--- src/design/emc_pkg.sv ---
package emc_pkg;

  typedef enum logic [1:0] {
    OP_PAYLOAD = 2'd0,
    OP_BRIDGE  = 2'd1,
    OP_LINK    = 2'd2,
    OP_TICK    = 2'd3
  } emc_op_e;

  localparam logic [7:0] THRESH_RESET = 8'd25;
  localparam logic [7:0] ATT_RESET    = 8'd50;
  localparam logic [7:0] FAT_RESET    = 8'd0;
  localparam logic [7:0] REL_RESET    = 8'd50;
  localparam logic [7:0] QUAL_RESET   = 8'd0;

  localparam logic [7:0] QUAL_LEN1    = 8'd50;
  localparam logic [7:0] QUAL_LEN2    = 8'd80;
  localparam logic [7:0] METRIC_FULL  = 8'd100;
  localparam logic [7:0] FAT_KNEE     = 8'd60;
  localparam logic [7:0] FAT_OFFSET   = 8'd40;

  localparam logic [2:0] LEN_NONE     = 3'd0;
  localparam logic [2:0] LEN_TWO      = 3'd2;
  localparam logic [2:0] LEN_THREE    = 3'd3;
  localparam logic [2:0] LEN_FULL     = 3'd4;

  typedef struct packed {
    emc_op_e    op;
    logic [7:0] byte_a;
    logic [7:0] byte_b;
    logic [7:0] byte_c;
    logic [7:0] byte_d;
    logic [2:0] frame_length;
    logic       link_flag;
  } emc_item_t;

  typedef struct packed {
    logic [7:0] attention;
    logic [7:0] fatigue;
    logic [7:0] relax;
    logic [7:0] quality;
  } emc_metrics_t;

endpackage

--- src/design/emc_if.sv ---
interface emc_item_if import emc_pkg::*; ();
  logic       valid;
  logic       ready;
  emc_op_e    op;
  logic [7:0] byte_a;
  logic [7:0] byte_b;
  logic [7:0] byte_c;
  logic [7:0] byte_d;
  logic [2:0] frame_length;
  logic       link_flag;

  modport source (
    output valid, op, byte_a, byte_b, byte_c, byte_d, frame_length, link_flag,
    input  ready
  );
  modport sink (
    input  valid, op, byte_a, byte_b, byte_c, byte_d, frame_length, link_flag,
    output ready
  );
endinterface

interface emc_result_if;
  logic       valid;
  logic       ready;
  logic [7:0] attention;
  logic [7:0] fatigue;
  logic [7:0] relax;
  logic [7:0] quality;
  logic       linked;

  modport source (
    output valid, attention, fatigue, relax, quality, linked,
    input  ready
  );
  modport sink (
    input  valid, attention, fatigue, relax, quality, linked,
    output ready
  );
endinterface

interface emc_cfg_if;
  logic       valid;
  logic       ready;
  logic [7:0] data;

  modport source (
    output valid, data,
    input  ready
  );
  modport sink (
    input  valid, data,
    output ready
  );
endinterface

--- src/design/eeg_metric_conditioner.sv ---
// Headset metric conditioner. Each transaction on item_i is taken into an input
// register and then resolved against the held sample; an item that gives a
// result writes it into the result register on result_o, so a sample is
// presented from that register once its item leaves the input register.
// One item is accepted in every cycle while results are taken. An item that
// gives a result stays in the input register while an earlier result waits on
// result_o, and the input is not ready in that case. An item that gives no
// result is never held up by a waiting result.
// Link-state items and payload frames of zero length update state (or nothing)
// and give no result. The per-cycle limit is the feedback loop from the held
// sample registers through the derive, hold and blend logic back into them.
// The quality threshold is written through cfg_i, which is always ready.
module eeg_metric_conditioner import emc_pkg::*; (
  input  logic        clk_i,
  input  logic        rst_ni,
  emc_cfg_if.sink     cfg_i,
  emc_item_if.sink    item_i,
  emc_result_if.source result_o
);

  function automatic logic [7:0] hundred_minus(input logic [7:0] v);
    return (v <= METRIC_FULL) ? METRIC_FULL - v : 8'd0;
  endfunction

  function automatic logic [7:0] blend(input logic [7:0] old_v, input logic [7:0] new_v);
    logic [9:0] sum;
    sum = ({2'b00, old_v} << 1) + {2'b00, old_v} + {2'b00, new_v} + 10'd2;
    return sum[9:2];
  endfunction

  logic [7:0]   thresh_q;
  emc_item_t    stage_q, stage_d;
  logic         stage_valid_q, stage_valid_d;
  emc_metrics_t held_q, held_d;
  logic         link_q, link_d;
  logic         armed_q, armed_d;
  emc_metrics_t res_q, res_d;
  logic         res_linked_q, res_linked_d;
  logic         res_valid_q, res_valid_d;

  emc_metrics_t fresh, sample;
  logic         finish_op, produce, advance, fire;
  logic [7:0]   tick_quality;

  assign cfg_i.ready  = 1'b1;
  assign item_i.ready = !stage_valid_q || advance;

  assign result_o.valid     = res_valid_q;
  assign result_o.attention = res_q.attention;
  assign result_o.fatigue   = res_q.fatigue;
  assign result_o.relax     = res_q.relax;
  assign result_o.quality   = res_q.quality;
  assign result_o.linked    = res_linked_q;

  // Derive and blend the new payload or bridge sample; pick the tick quality.
  always_comb begin
    fresh     = '0;
    finish_op = 1'b0;
    produce   = 1'b0;
    case (stage_q.op)
      OP_PAYLOAD: begin
        if (stage_q.frame_length != LEN_NONE) begin
          finish_op       = 1'b1;
          produce         = 1'b1;
          fresh.attention = stage_q.byte_a;
          if (stage_q.frame_length >= LEN_FULL) begin
            fresh.fatigue = stage_q.byte_b;
            fresh.relax   = stage_q.byte_c;
            fresh.quality = stage_q.byte_d;
          end else if (stage_q.frame_length == LEN_THREE) begin
            fresh.fatigue = stage_q.byte_b;
            fresh.relax   = hundred_minus(stage_q.byte_b);
            fresh.quality = stage_q.byte_c;
          end else if (stage_q.frame_length == LEN_TWO) begin
            fresh.fatigue = stage_q.byte_b;
            fresh.relax   = hundred_minus(stage_q.byte_b);
            fresh.quality = QUAL_LEN2;
          end else begin
            fresh.fatigue = (stage_q.byte_a > FAT_KNEE) ? stage_q.byte_a - FAT_OFFSET : 8'd0;
            fresh.relax   = hundred_minus(stage_q.byte_a);
            fresh.quality = QUAL_LEN1;
          end
          // A poor-quality frame keeps the previous attention, fatigue and relax.
          if (fresh.quality < thresh_q) begin
            fresh.attention = held_q.attention;
            fresh.fatigue   = held_q.fatigue;
            fresh.relax     = held_q.relax;
          end
        end
      end
      OP_BRIDGE: begin
        finish_op       = 1'b1;
        produce         = 1'b1;
        fresh.attention = stage_q.byte_a;
        fresh.fatigue   = hundred_minus(stage_q.byte_b);
        fresh.relax     = stage_q.byte_b;
        fresh.quality   = stage_q.byte_c;
      end
      OP_TICK: begin
        produce = 1'b1;
      end
      default: begin
        produce = 1'b0;
      end
    endcase

    if (armed_q && link_q) begin
      sample.attention = blend(held_q.attention, fresh.attention);
      sample.fatigue   = blend(held_q.fatigue, fresh.fatigue);
      sample.relax     = blend(held_q.relax, fresh.relax);
      sample.quality   = blend(held_q.quality, fresh.quality);
    end else begin
      sample = fresh;
    end
    tick_quality = link_q ? held_q.quality : 8'd0;
  end

  assign advance = !produce || !res_valid_q || result_o.ready;
  assign fire    = stage_valid_q && advance;

  always_comb begin
    held_d       = held_q;
    link_d       = link_q;
    armed_d      = armed_q;
    res_d        = res_q;
    res_linked_d = res_linked_q;
    res_valid_d  = res_valid_q && !result_o.ready;
    if (fire) begin
      if (finish_op) begin
        held_d       = sample;
        link_d       = 1'b1;
        armed_d      = 1'b1;
        res_d        = sample;
        res_linked_d = 1'b1;
        res_valid_d  = 1'b1;
      end else if (stage_q.op == OP_LINK) begin
        link_d = stage_q.link_flag;
        if (!stage_q.link_flag) begin
          held_d.quality = 8'd0;
          armed_d        = 1'b0;
        end
      end else if (stage_q.op == OP_TICK) begin
        held_d.quality = tick_quality;
        res_d          = held_q;
        res_d.quality  = tick_quality;
        res_linked_d   = link_q;
        res_valid_d    = 1'b1;
      end
    end

    stage_d       = stage_q;
    stage_valid_d = stage_valid_q && !advance;
    if (item_i.valid && item_i.ready) begin
      stage_d.op           = item_i.op;
      stage_d.byte_a       = item_i.byte_a;
      stage_d.byte_b       = item_i.byte_b;
      stage_d.byte_c       = item_i.byte_c;
      stage_d.byte_d       = item_i.byte_d;
      stage_d.frame_length = item_i.frame_length;
      stage_d.link_flag    = item_i.link_flag;
      stage_valid_d        = 1'b1;
    end
  end

  always_ff @(posedge clk_i or negedge rst_ni) begin
    if (!rst_ni) begin
      thresh_q          <= THRESH_RESET;
      stage_valid_q     <= 1'b0;
      held_q.attention  <= ATT_RESET;
      held_q.fatigue    <= FAT_RESET;
      held_q.relax      <= REL_RESET;
      held_q.quality    <= QUAL_RESET;
      link_q            <= 1'b0;
      armed_q           <= 1'b0;
      res_valid_q       <= 1'b0;
    end else begin
      if (cfg_i.valid && cfg_i.ready) begin
        thresh_q <= cfg_i.data;
      end
      stage_valid_q <= stage_valid_d;
      held_q        <= held_d;
      link_q        <= link_d;
      armed_q       <= armed_d;
      res_valid_q   <= res_valid_d;
    end
  end

  always_ff @(posedge clk_i) begin
    stage_q      <= stage_d;
    res_q        <= res_d;
    res_linked_q <= res_linked_d;
  end

  // Smoothing is only ever armed while the link is up.
  a_armed_needs_link: assert property (@(posedge clk_i) disable iff (!rst_ni)
    armed_q |-> link_q)
    else $error("smoothing armed while link is down");

  // A sample that reports the link down carries zero quality.
  a_down_quality_zero: assert property (@(posedge clk_i) disable iff (!rst_ni)
    (result_o.valid && !result_o.linked) |-> (result_o.quality == 8'd0))
    else $error("nonzero quality on an unlinked sample");

  // A stalled item must leave the held sample untouched.
  a_stall_holds_state: assert property (@(posedge clk_i) disable iff (!rst_ni)
    (stage_valid_q && !advance) |=> ($stable(held_q) && $stable(link_q)))
    else $error("held sample changed while the item was stalled");

endmodule
--- src/flat_wrapper.sv ---
// flat-port wrapper written by rule: the top's interface ports become plain ports
module eeg_metric_conditioner_flat import emc_pkg::*;
  (clk_i, rst_ni, cfg_i_valid, cfg_i_data, cfg_i_ready, item_i_valid, item_i_op, item_i_byte_a, item_i_byte_b, item_i_byte_c, item_i_byte_d, item_i_frame_length, item_i_link_flag, item_i_ready, result_o_valid, result_o_attention, result_o_fatigue, result_o_relax, result_o_quality, result_o_linked, result_o_ready);
  emc_cfg_if cfg_i_i ();
  emc_item_if item_i_i ();
  emc_result_if result_o_i ();
  input  logic clk_i;
  input  logic rst_ni;
  input wire logic [$bits(cfg_i_i.valid)-1:0] cfg_i_valid;
  input wire logic [$bits(cfg_i_i.data)-1:0] cfg_i_data;
  output wire logic [$bits(cfg_i_i.ready)-1:0] cfg_i_ready;
  input wire logic [$bits(item_i_i.valid)-1:0] item_i_valid;
  input wire logic [$bits(item_i_i.op)-1:0] item_i_op;
  input wire logic [$bits(item_i_i.byte_a)-1:0] item_i_byte_a;
  input wire logic [$bits(item_i_i.byte_b)-1:0] item_i_byte_b;
  input wire logic [$bits(item_i_i.byte_c)-1:0] item_i_byte_c;
  input wire logic [$bits(item_i_i.byte_d)-1:0] item_i_byte_d;
  input wire logic [$bits(item_i_i.frame_length)-1:0] item_i_frame_length;
  input wire logic [$bits(item_i_i.link_flag)-1:0] item_i_link_flag;
  output wire logic [$bits(item_i_i.ready)-1:0] item_i_ready;
  output wire logic [$bits(result_o_i.valid)-1:0] result_o_valid;
  output wire logic [$bits(result_o_i.attention)-1:0] result_o_attention;
  output wire logic [$bits(result_o_i.fatigue)-1:0] result_o_fatigue;
  output wire logic [$bits(result_o_i.relax)-1:0] result_o_relax;
  output wire logic [$bits(result_o_i.quality)-1:0] result_o_quality;
  output wire logic [$bits(result_o_i.linked)-1:0] result_o_linked;
  input wire logic [$bits(result_o_i.ready)-1:0] result_o_ready;
  assign cfg_i_i.valid = cfg_i_valid;
  assign cfg_i_i.data = cfg_i_data;
  assign cfg_i_ready = cfg_i_i.ready;
  assign item_i_i.valid = item_i_valid;
  assign item_i_i.op = item_i_op;
  assign item_i_i.byte_a = item_i_byte_a;
  assign item_i_i.byte_b = item_i_byte_b;
  assign item_i_i.byte_c = item_i_byte_c;
  assign item_i_i.byte_d = item_i_byte_d;
  assign item_i_i.frame_length = item_i_frame_length;
  assign item_i_i.link_flag = item_i_link_flag;
  assign item_i_ready = item_i_i.ready;
  assign result_o_valid = result_o_i.valid;
  assign result_o_attention = result_o_i.attention;
  assign result_o_fatigue = result_o_i.fatigue;
  assign result_o_relax = result_o_i.relax;
  assign result_o_quality = result_o_i.quality;
  assign result_o_linked = result_o_i.linked;
  assign result_o_i.ready = result_o_ready;
  eeg_metric_conditioner u_core (.clk_i(clk_i), .rst_ni(rst_ni), .cfg_i(cfg_i_i), .item_i(item_i_i), .result_o(result_o_i));
endmodule
--- config.mk ---
export PLATFORM = sky130hd
export DESIGN_NAME = eeg_metric_conditioner_flat
export DESIGN_NICKNAME = d
export VERILOG_FILES = /design/src/design/emc_pkg.sv /design/src/design/emc_if.sv /design/src/design/eeg_metric_conditioner.sv /design/src/flat_wrapper.sv
export SDC_FILE = /design/constraint.sdc
export NUM_CORES = 1
export LEC_CHECK = 0
export BUFFER_PORTS_ARGS = -buffer_cell sky130_fd_sc_hd__buf_2
export CORE_AREA = 2 2 153 155
export CTS_BUF_LIST = sky130_fd_sc_hd__clkbuf_16
export DETAILED_ROUTE_END_ITERATION = 8
export DIE_AREA = 0 0 155 157
export PLACE_DENSITY = 0.49
export SYNTH_ARGS = -nofsm -noshare
export SYNTH_HDL_FRONTEND = slang
export SYNTH_SLANG_ARGS = --single-unit
--- constraint.sdc ---
create_clock -name clk_i -period 8.9 [get_ports clk_i]
set_clock_uncertainty 0.05 [all_clocks]
set_input_delay 0.445 -clock clk_i [delete_from_list [all_inputs] [get_ports clk_i]]
set_output_delay 0.445 -clock clk_i [all_outputs]
set_load 0.03 [all_outputs]
=== Word-level counts from Yosys, hierarchy flattened ===
Cells that the tools add are included.

* Reductions and logical operators: 24
* Multiplexer cells: 35
* Equality and inequality tests: 8
* Order comparisons: 5
* Add/subtract/negate cells: 15

{| class="wikitable"
|+ Operators by type and width
! kind !! number
|-
| 2-to-1 mux 32 bit || 5
|-
| 2-to-1 mux 24 bit || 6
|-
| 2-to-1 mux 8 bit || 8
|-
| one-hot mux 32 bit (2 select lines) || 1
|-
| adder 10 x 2 -> 10 bit (second input constant) || 4
|-
| adder 10 x 8 -> 10 bit || 4
|-
| adder 9 x 8 -> 10 bit || 4
|-
| less-or-equal comparator 8 x 7 -> 1 bit (second input constant) || 2
|-
| subtractor 7 x 8 -> 8 bit (first input constant) || 2
|-
| 2-to-1 mux 1 bit || 13
|-
| AND reduction 3 bit || 3
|-
| > comparator 8 x 6 -> 1 bit (second input constant) || 1
|-
| < comparator 8 bit || 1
|-
| subtractor 8 x 6 -> 8 bit (second input constant) || 1
|-
| == test 3 x 2 -> 1 bit (second input constant) || 2
|-
| nonzero test 3 bit || 2
|-
| logical AND 1 bit || 5
|-
| logical NOT 1 bit || 5
|-
| == test 2 bit (second input constant) || 2
|-
| one-hot mux 1 bit (2 select lines) || 2
|-
| AND reduction 2 bit || 2
|-
| nonzero test 2 bit || 2
|-
| greater-or-equal comparator 3 bit (second input constant) || 1
|-
| logical OR 1 bit || 3
|-
| other kinds (6) || 6
|}

* Output and inout port bits: 36
* Flip-flop bits (word level): 115

=== Depth between registers and ports, before layout ===
* Depth in word-level cells: 15
* Gate-level depth with buffers: 24

=== Worst setup path before layout ===
Ideal clock, no wire load.

* Path kind: register to register
* From: reg u_core.stage_q[3] (netlist name)
* To: reg u_core.res_q, in the netlist u_core.result_o.relax[7] (data pin)
* Data required time: 8.590 ns
* Slack: 4.092 ns
* Cell stages (with the launch flop): 19
* Clock period less this slack: 4.808 ns
* Buffers on the path: 4
* Arrival time: 4.498 ns
* Cell sequence: edfxtp_1 buf_6 clkbuf_1 buf_1 a22o_1 ha_1 nor4b_4 a311oi_4 a21oi_2 buf_2 a32oi_1 o31ai_2 fa_1 ha_1 or2_2 a41o_1 a211oi_1 a31oi_1 mux2_2

* Word-level cells in the longest chain between the ends: 14
* Elaborated cells on any way between the ends: 19

{| class="wikitable"
|+ Ends and longest elaborated chain
! element !! RTL line !! text
|-
| from (decl) || eeg_metric_conditioner.sv:32 || <nowiki>emc_item_t stage_q, stage_d;</nowiki>
|-
| from (signal assigned) || eeg_metric_conditioner.sv:189 || <nowiki>stage_q <= stage_d;</nowiki>
|-
| == test 3 x 2 -> 1 bit || eeg_metric_conditioner.sv:74 || <nowiki>end else if (stage_q.frame_length == LEN_TWO) begin</nowiki>
|-
| 2-to-1 mux 24 bit || eeg_metric_conditioner.sv:74 ||
|-
| 2-to-1 mux 24 bit || eeg_metric_conditioner.sv:70 || <nowiki>end else if (stage_q.frame_length == LEN_THREE) begin</nowiki>
|-
| 2-to-1 mux 24 bit || eeg_metric_conditioner.sv:66 || <nowiki>if (stage_q.frame_length >= LEN_FULL) begin</nowiki>
|-
| 2-to-1 mux 24 bit || eeg_metric_conditioner.sv:62 || <nowiki>if (stage_q.frame_length != LEN_NONE) begin</nowiki>
|-
| 2-to-1 mux 24 bit || eeg_metric_conditioner.sv:60 || <nowiki>case (stage_q.op)</nowiki>
|-
| < comparator 8 bit || eeg_metric_conditioner.sv:84 || <nowiki>if (fresh.quality < thresh_q) begin</nowiki>
|-
| 2-to-1 mux 24 bit || eeg_metric_conditioner.sv:84 ||
|-
| 2-to-1 mux 32 bit || eeg_metric_conditioner.sv:62 ||
|-
| one-hot mux 32 bit (2 select lines) || eeg_metric_conditioner.sv:60 ||
|-
| adder 10 x 8 -> 10 bit || eeg_metric_conditioner.sv:27 || <nowiki>sum = ({2'b00, old_v} << 1) + {2'b00, old_v} + {2'b00, new_v} + 10'd2;</nowiki>
|-
| adder 10 x 2 -> 10 bit || eeg_metric_conditioner.sv:27 ||
|-
| 2-to-1 mux 32 bit || eeg_metric_conditioner.sv:107 || <nowiki>if (armed_q && link_q) begin</nowiki>
|-
| 2-to-1 mux 32 bit * || eeg_metric_conditioner.sv:129 || <nowiki>if (finish_op) begin</nowiki>
|-
| to (signal assigned) || eeg_metric_conditioner.sv:190 || <nowiki>res_q <= res_d;</nowiki>
|-
| to (decl) || eeg_metric_conditioner.sv:37 || <nowiki>emc_metrics_t res_q, res_d;</nowiki>
|}

Mark *: on every way between the ends. The rest lies on a longest branch, timed or not. The select of a mux whose other input is x is not followed.
A chain may end at the register's enable or synchronous reset.

=== Worst setup path in the final report ===
* From: reg u_core.stage_q[3] (netlist name)
* To: reg u_core.res_q, in the netlist u_core.result_o.fatigue[5] (data pin)

The elaborated chain is that of the path after synthesis.

==> flow_summary.ini <==
[floorplanning]
io_pins = 87
die_area_mm2 = 0.0243
chipWidth_um = 155
die_height_um = 157
rows = 55
initial_utilization_pct = 34.7
core_mm2 = 0.0225

[place]
dp_hpwl_mm = 15.4
gp_congestion = 0.860
dp_cells = 1115
numPortBuffers = 85

[synth]
yosys-top-cells-count = 91 x nand2_1, 71 x edfxtp_1, 60 x nor2_1
ys_types = 79
ys_seq_area_share_pct = 41.6
yosysTopAreaCell = edfxtp_1
synth-edff-count = 71
synth_nets = 902
syn_avg_cell_area_um2 = 10.0
synth-seq-cells = 115
yosys-top-cells-area = edfxtp_1 27%, dfrtp_1 11%, ha_1 7.9%
syn_area_mm2 = 0.00780
synth.most_common_cell = nand2_1
async_flop_share_pct = 38.3
synth_cells = 778
yosysWarnings = 0
synth_top_area_share_pct = 27.3
yosys_most_used_dff = edfxtp_1

[route]
detail_route.wl_per_cell_um = 18.0
first_iter_violations = 273
vias_per_cell = 5.30
vias = 6074
drt_pre_antenna_iters = 5
drc = 0
drt-total-wl_mm = 20.6
postRouteAntennaNets = 0

[critical_path]
crit_chain = nor3b_1 > a21oi_1 > ha_1 > nand2_1 > a311oi_4 > a21o_1 > nor2_1 > o31ai_2 > fa_1 > ha_1 > o21ai_0 > o21a_1 > o32ai_1 > a211oi_1 > nor3_1 > o21ai_0
critPathMaxFanout = 28
cp-start-kind = register
end_kind = register
max_stage_delay_ps = 790
arrival_ps = 6060
worst_ep_required_time_ps = 8960
crit_type = reg -> reg
r2r_slack_ps = 2900
crit_family = compound AO/OA/AOI/OAI gates
cp_num_buf_inv = 0
critPathSlowestCell = nor3b_1

[sta]
rsz0062_at_grt = no
whs_ps = 73.8
finalSetupTns_ps = 0
drv_slew = 0
timing.fmax_mhz = 167
relSlewSlack_pct = 26.1
period_share_pct = 67.5
finalHoldViolCount = 0
period_needed_ps = 6000
setup_viol_count_final = 0
tightest_slew_ps = 1110

[grt]
grt_pass1_wl_mm = 33.2
track_usage_pct = 17.8
grt_pass1_vias = 5926
grt_max_degree = 45
grt_overflow_total = 0
antenna_found_initial = 0

[clock_tree]
cts_hold_buffers = 0
cts_tree = done
cts_htree_levels = 4
numClockSinks = 115
clockRootBuffer = clkbuf_16
clockBufferDepth = 2
numCtsBuffers = 17
cts_setup_buffers = 0
cts_resized = 0
path_clk_slew_ps = 60
clk_latency_ps = 420

[pwr]
combPwrFrac_pct = 50.6
p_seq_share_pct = 28.7
clkPwrFrac_pct = 20.7
p_int_w = 0.00179
p_leak_nw = 3.75
vdd_drop_max_uv = 132
p_sw_share_pct = 42.1
p_sw_w = 0.00130
powerDensity_mw_per_mm2 = 344

[layout]
fill_cells = 2189
antennaDiodeCount = 0
synthToLayoutAreaGrowth_pct = 15.5
fin_cells = 1147
fin_util_pct = 40.0
drive_above_1_share_pct = 19.3
fin_nets = 973

[run_status]
status = complete, no violations

[hold_path]
holdCritPathClass = in -> async

[flow_run]
cap_violations = 0
layer usage:
metal,global-route usage [%],vias to the layer above,part of all wire [%]
met5,0,-,0
met4,4.89,0,1.3
li1,-,3000,-
met2,27.1,146,43
met1,25.7,2907,51
met3,3.47,21,4.3
power by group through the flow:
| stage | logic, W | registers [W] | clock network [W] |
|---|---|---|---|
| 2_1_floorplan | 0.00120 | 0.000912 | 0 |
| 3_3_place_gp | 0.00156 | 0.000904 | 0 |
| 3_5_place_dp | 0.00156 | 0.000903 | 0 |
| 4_1_cts | 0.00157 | 0.000895 | 0.000654 |
| 5_1_grt | 0.00179 | 0.000916 | 0.000680 |
| 6_report | 0.00157 | 0.000890 | 0.000640 |
through the flow:
step / cell area [um^2] / power [W] / setup slack, ps
2_1_floorplan: 7800 / 0.00211 / 4090
3_3_place_gp: 8460 / 0.00247 / 3010
3_5_place_dp: 8460 / 0.00246 / 3010
4_1_cts: 9010 / 0.00312 / 2950
5_1_grt: 9010 / 0.00338 / 2270
6_report: 9010 / 0.00310 / 2900
area by class of cell:
| cell class | instances | area [um^2] | area share (%) |
|---|---|---|---|
| Clock inverter | 15 | 120 | 1.33 |
| Tap cell | 285 | 357 | 3.96 |
| Sequential cell | 115 | 3240 | 36.0 |
| Clock buffer | 17 | 425 | 4.72 |
| Timing Repair Buffer | 90 | 463 | 5.14 |
| Multi-Input combinational cell | 588 | 4260 | 47.3 |
| Inverter | 37 | 139 | 1.54 |
registers in the layout, summed over array words and instances, names as in the netlist:
register	cells
u_core.stage_q	38
u_core.result_o.linked	1
u_core.result_o.quality	8
u_core.result_o.relax	8
u_core.result_o.fatigue	8
u_core.thresh_q	8
u_core.held_q	32
u_core.result_o.attention	8
u_core.link_q	1
u_core.result_o.valid	1
u_core.armed_q	1
u_core.stage_valid_q	1
placed cells by master (no fill, tap or decap), types with 5 or more instances in the layout:
cell type	instances
a22o_1	11
or3_1	6
nand2b_1	6
and2_1	7
a21oi_1	42
clkbuf_16	17
nor2_1	57
mux2i_1	10
xnor2_1	17
o31ai_2	5
o21a_1	8
clkinvlp_4	5
fa_1	24
nand2_1	91
nor3_1	13
a31oi_1	10
o21ai_0	44
o31ai_1	12
nand4_1	6
nand3_1	9
buf_2	85
nor2b_1	12
a211oi_1	11
dfrtp_1	35
a32o_1	5
edfxtp_1	71
inv_1	39
mux2_2	8
buf_4	5
o211ai_1	7
ha_1	49
dfstp_2	9
o21ai_1	28
a21o_1	10
xor2_1	9
logic make-up after synthesis:
family | synth area share (%)
adder cells (fa/ha/maj) | 14.0
XOR/XNOR | 2.92
multiplexers | 2.44
AO/OA/AOI/OAI | 20.6
AND/OR/NAND/NOR | 14.3
buffers and inverters | 4.11
other | 0.0481
flip-flops | 41.6
worst paths after layout:
kind	start	endpoint	cells past startpoint
max reg2reg	u_core.stage_q[3]	u_core.result_o.fatigue[5]	16
min in group clk_i	item_i_byte_d[2]	u_core.stage_q[6]	1
max in group asynchronous	rst_ni	u_core.held_q[18]	2
min reg2reg	u_core.held_q[25]	u_core.held_q[25]	2
min	rst_ni	u_core.thresh_q[1]	2
max	u_core.stage_q[3]	u_core.result_o.fatigue[5]	16
Power figures use the tool's default switching activity.
